## src/sv/rcgs_ram.sv

```systemverilog
`timescale 1ns / 1ps

module rcgs_ram #(
    parameter int WIDTH = 16,
    parameter int DEPTH = 256
) (
    input  logic                     aclk,
    input  logic                     we,
    input  logic [$clog2(DEPTH)-1:0] waddr,
    input  logic [WIDTH-1:0]         wdata,
    input  logic [$clog2(DEPTH)-1:0] raddr,
    output logic [WIDTH-1:0]         rdata
);

    logic [WIDTH-1:0] mem [DEPTH];

    always_ff @(posedge aclk) begin
        if (we) begin
            mem[waddr] <= wdata;
        end
        rdata <= mem[raddr];
    end

endmodule

```

## config.mk

```make
export PLATFORM = sky130hd
export DESIGN_NAME = rcgs_ram
export DESIGN_NICKNAME = d
export VERILOG_FILES = /design/src/sv/rcgs_ram.sv
export SDC_FILE = /design/constraint.sdc
export NUM_CORES = 2
export LEC_CHECK = 0
export ABC_AREA = 1
export BUFFER_PORTS_ARGS = -buffer_cell sky130_fd_sc_hd__buf_2
export CAP_MARGIN = 20
export CORE_MARGIN = 8
export CORE_UTILIZATION = 30
export DETAILED_ROUTE_END_ITERATION = 6
export GPL_ROUTABILITY_DRIVEN = 1
export PLACE_DENSITY = 0.45
export SLEW_MARGIN = 20
export SYNTH_ARGS = -nofsm -noshare
export SYNTH_HDL_FRONTEND = slang
export SYNTH_SLANG_ARGS = --single-unit
```

## constraint.sdc

```tcl
create_clock -name aclk -period 4.04 [get_ports aclk]
set_clock_uncertainty 0.15 [all_clocks]
set_input_delay 0.202 -clock aclk [delete_from_list [all_inputs] [get_ports aclk]]
set_output_delay 0.202 -clock aclk [all_outputs]
set_load 0.005 [all_outputs]
```

==> summary.md <==
| Metric | Value |
|---|---|
| Global router's overall resource usage | 0.1840 |
| Worst IR Drop VDD | 0.3654 mV |
| R2R setup slack | 1450 ps |
| Avg Cell Area, Syn | 12.17 µm² |
| Share of post-route cells with drive strength above 1 | 0.09712 |
| Final worst slack | 729.4 ps |
| IO Pins | 50 |
| HP Class | input port to register |
| DRC viols | 0 |
| Final GP Congestion | 0.8210 |
| Max Clock Freq | 302.1 MHz |
| RR Endpoint | rdata[6]$_DFF_P_ |
| Post-CTS Resized | 0 |
| # nets final | 13910 |
| Post-synthesis simple-gate area fraction | 0.2237 |
| Compound-Gate Fraction of Synth Area | 0 |
| Clk sinks | 4112 |
| Largest net degree at the start of global routing | 164 |
| Worst slew pin tran | 1118 ps |
| Cells after Synth | 13620 |
| Rel. slew slack | 0.2517 |
| Die H | 759.2 µm |
| Pwr/cell area | 485.1 mW/mm² |
| Post-synthesis adder-cell area fraction | 0 |
| Endpoints failing hold | 0 |
| WP data arrival | 3840 ps |
| Initial DRC count | 11230 |
| Worst-path clk slew | 60 ps |
| Status | complete, no violations |
| Die Area | 0.5764 mm² |
| IO Port Bufs | 49 |
| Drt pass-1 iters | 5 |
| Post-synth top area cell | edfxtp_1 |
| RSZ-0062 raised after global routing | false |
| Setup tns final | 0 ps |
| DP Worst Slack | 171.9 ps |
| Clock Power Share | 0.428 |
| Syn nets | 13650 |
| DP HPWL | 319500 µm |
| First-pass GRT wire length | 786000 µm |
| Max Slew Vio Count | 0 |
| TritonCTS buffer count | 449 |
| Grt total ovfl | 0 |
| WL/cell | 25.63 µm |
| Min-Delay Endpoint | mem[170][15]$_DFFE_PP_ |
| Vias in the first global route | 101400 |
| Minimum clock period | 3311 ps |
| Post-synthesis sequential area ratio | 0.7442 |
| Starting Density | 0.3004 |
| Min-delay src | waddr[3] |
| Switch Pwr | 21.94 mW |
| Tcrit/Tclk final | 0.8194 |
| Initial antenna violation count | 44 |
| Clock H-tree levels | 5 |
| Ys Warns | 0 |
| Post-route ant nets | 0 |
| Area growth syn-to-layout | 15.59% |
| Yosys reg bits | 4112 |
| Design Area, Final | 0.1915 mm² |
| Placed Area | 0.1771 mm² |
| Post-synthesis mux area share | 0 |
| Library cells used by synthesis | 15 |
| Via density | 4.983 |
| FILL cells | 54050 |
| Maxcap violations | 0 |
| Die width | 759.2 µm |
| Hold Path Depth | 8 |
| Setup Viol. Count Final | 0 |
| Reg2Reg Launch Point | mem[249][6]$_DFFE_PP_ |
| CP Max Fanout | 16 |
| Worst-skew pair later-pin latency | 1040 ps |
| CP startpoint kind | input port |
| Largest family of logic cells by synthesized area | simple AND/OR/NAND/NOR gates |
| Root Driver | clkbuf_16 |
| Clock Tree Buf Depth | 4 |
| DR vias | 107500 |
| Crit Path Category | input port to register |
| Pint | 70.97 mW |
| Net Sw Frac | 0.2362 |
| Comb pwr share | 0.064 |
| Leakage power | 66.02 nW |
| Synth top area share | 0.7423 |
| Register share of total power | 0.508 |
| XOR/XNOR Fraction of Synth Area | 0 |
| Synth area leaders | edfxtp_1 (74%), nand3_1 (12%), nand2_1 (9.5%) |
| Cell Rows | 273 |
| Data required time of the worst path | 4570 ps |
| Worst Setup End Kind | register |
| CORE AREA | 0.5516 mm² |
| TritonCTS clock tree | built |
| Total wire length | 552800 µm |
| Worst r2r path cells | 10 |
| Mapped Area | 0.1657 mm² |
==> state kept, by name, indices dropped and copies added (netlist names) <==
| signal | cells |
|---|---|
| rdata | 16 |
| mem | 4096 |
==> worst max-delay path, stage by stage <==
cell           delay, ps
dlygate4sd3_1        710
buf_2                190
inv_1                 50
nor2_1               410
dlygate4sd3_1        700
nand2_1               70
dlygate4sd3_1        550
buf_4                210
nor2_1               350
buf_4                340
==> kinds of logic (layout without fill, tap and decap cells) <==
group / Yosys count / after routing
flip-flops: 4112 / 4112
other: 0 / 20
AND/OR/NAND/NOR: 8529 / 8529
buffers and inverters: 976 / 1620
==> per-layer routing <==
| layer | global-route usage | part of all wire | vias to the layer above | wire length (µm) |
|---|---|---|---|---|
| met2 | 0.2898 | 0.46 | 3294 | 253200 |
| met5 | 0 | 0.000054 | - | 30 |
| met3 | 0.02518 | 0.059 | 648 | 32760 |
| li1 | - | - | 49220 | - |
| met1 | 0.2657 | 0.45 | 54320 | 250900 |
| met4 | 0.05050 | 0.029 | 6 | 15920 |
==> power groups by stage <==
stage,Clock [mW],Combinational (mW),Sequential (mW)
global route,42.2,6.44,47.1
floorplan,0,2.91,48.0
finish,39.8,5.99,47.2
global placement,0,6.02,48.1
detailed placement,0,6.02,48.0
CTS,40.6,6.07,47.1
==> final cells by class <==
cell class | instances | area, µm² | area share
sequential | 4112 | 123300 | 0.6438
multi-input combinational | 8529 | 37250 | 0.1945
clock buffer | 591 | 11970 | 0.06248
tap | 7287 | 9117 | 0.04760
timing repair buffer | 744 | 7586 | 0.03961
clock inverter | 246 | 2047 | 0.01069
inverter | 39 | 200.2 | 0.001045
antenna | 20 | 50.05 | 0.0002613
==> how the worst max path moves through the flow <==
stage	startpoint	endpoint	slack (ps)	cells past startpoint
2_1_floorplan	we	mem[162][0]$_DFFE_PP_	1850	4
3_3_place_gp	raddr[0]	rdata[6]$_DFF_P_	160	14
3_5_place_dp	raddr[0]	rdata[12]$_DFF_P_	170	14
4_1_cts	waddr[4]	mem[183][4]$_DFFE_PP_	860	10
5_1_grt	waddr[6]	mem[88][6]$_DFFE_PP_	680	10
6_report	waddr[6]	mem[84][9]$_DFFE_PP_	730	10
==> cells in the final DEF (no fill, tap or decap) <==
master / synthesis / layout
buf_12: 1 / 147
clkbuf_16: 0 / 455
nand2_2: 0 / 16
nor2_2: 0 / 58
dfxtp_1: 16 / 16
buf_2: 495 / 27
nand3_1: 4035 / 4035
clkbuf_8: 0 / 7
clkinv_1: 0 / 114
buf_4: 163 / 517
inv_8: 0 / 2
clkinv_8: 0 / 4
edfxtp_1: 4096 / 4096
inv_6: 0 / 8
clkinvlp_4: 0 / 9
diode_2: 0 / 20
clkinv_16: 0 / 5
clkinv_4: 0 / 1
inv_1: 35 / 33
nand2_1: 4211 / 4195
buf_8: 1 / 19
buf_6: 53 / 1
dlygate4sd3_1: 0 / 33
clkbuf_1: 154 / 129
bufinv_16: 0 / 27
clkinv_2: 0 / 76
nor2_1: 283 / 225
inv_16: 0 / 6
==> per-stage QoR <==
stage	hold WS (ps)	utilization	instances	total power [mW]
detailed placement	564.2	0.3211	20680	54.07
floorplan	150.9	-	13620	50.86
global route	47.37	0.3471	21550	95.73
CTS	2.422	0.3471	21550	93.86
finish	80.30	0.3472	21570	92.91
global placement	566.5	0.3211	20680	54.07
==> synthesized netlist by cell type (all sizes together) <==
master and count:
buf 783, nand3 4035, dfxtp 16, nor2 283, edfxtp 4096, inv 39
nand2 4211, clkbuf 154
==> timing repair <==
action | in CTS | in global routing
hold endpoints to repair | 4107 | 0
buffers inserted | 0 | 0
hold buffers | 33 | 0
Note: power is estimated with default switching activity, not from simulation.
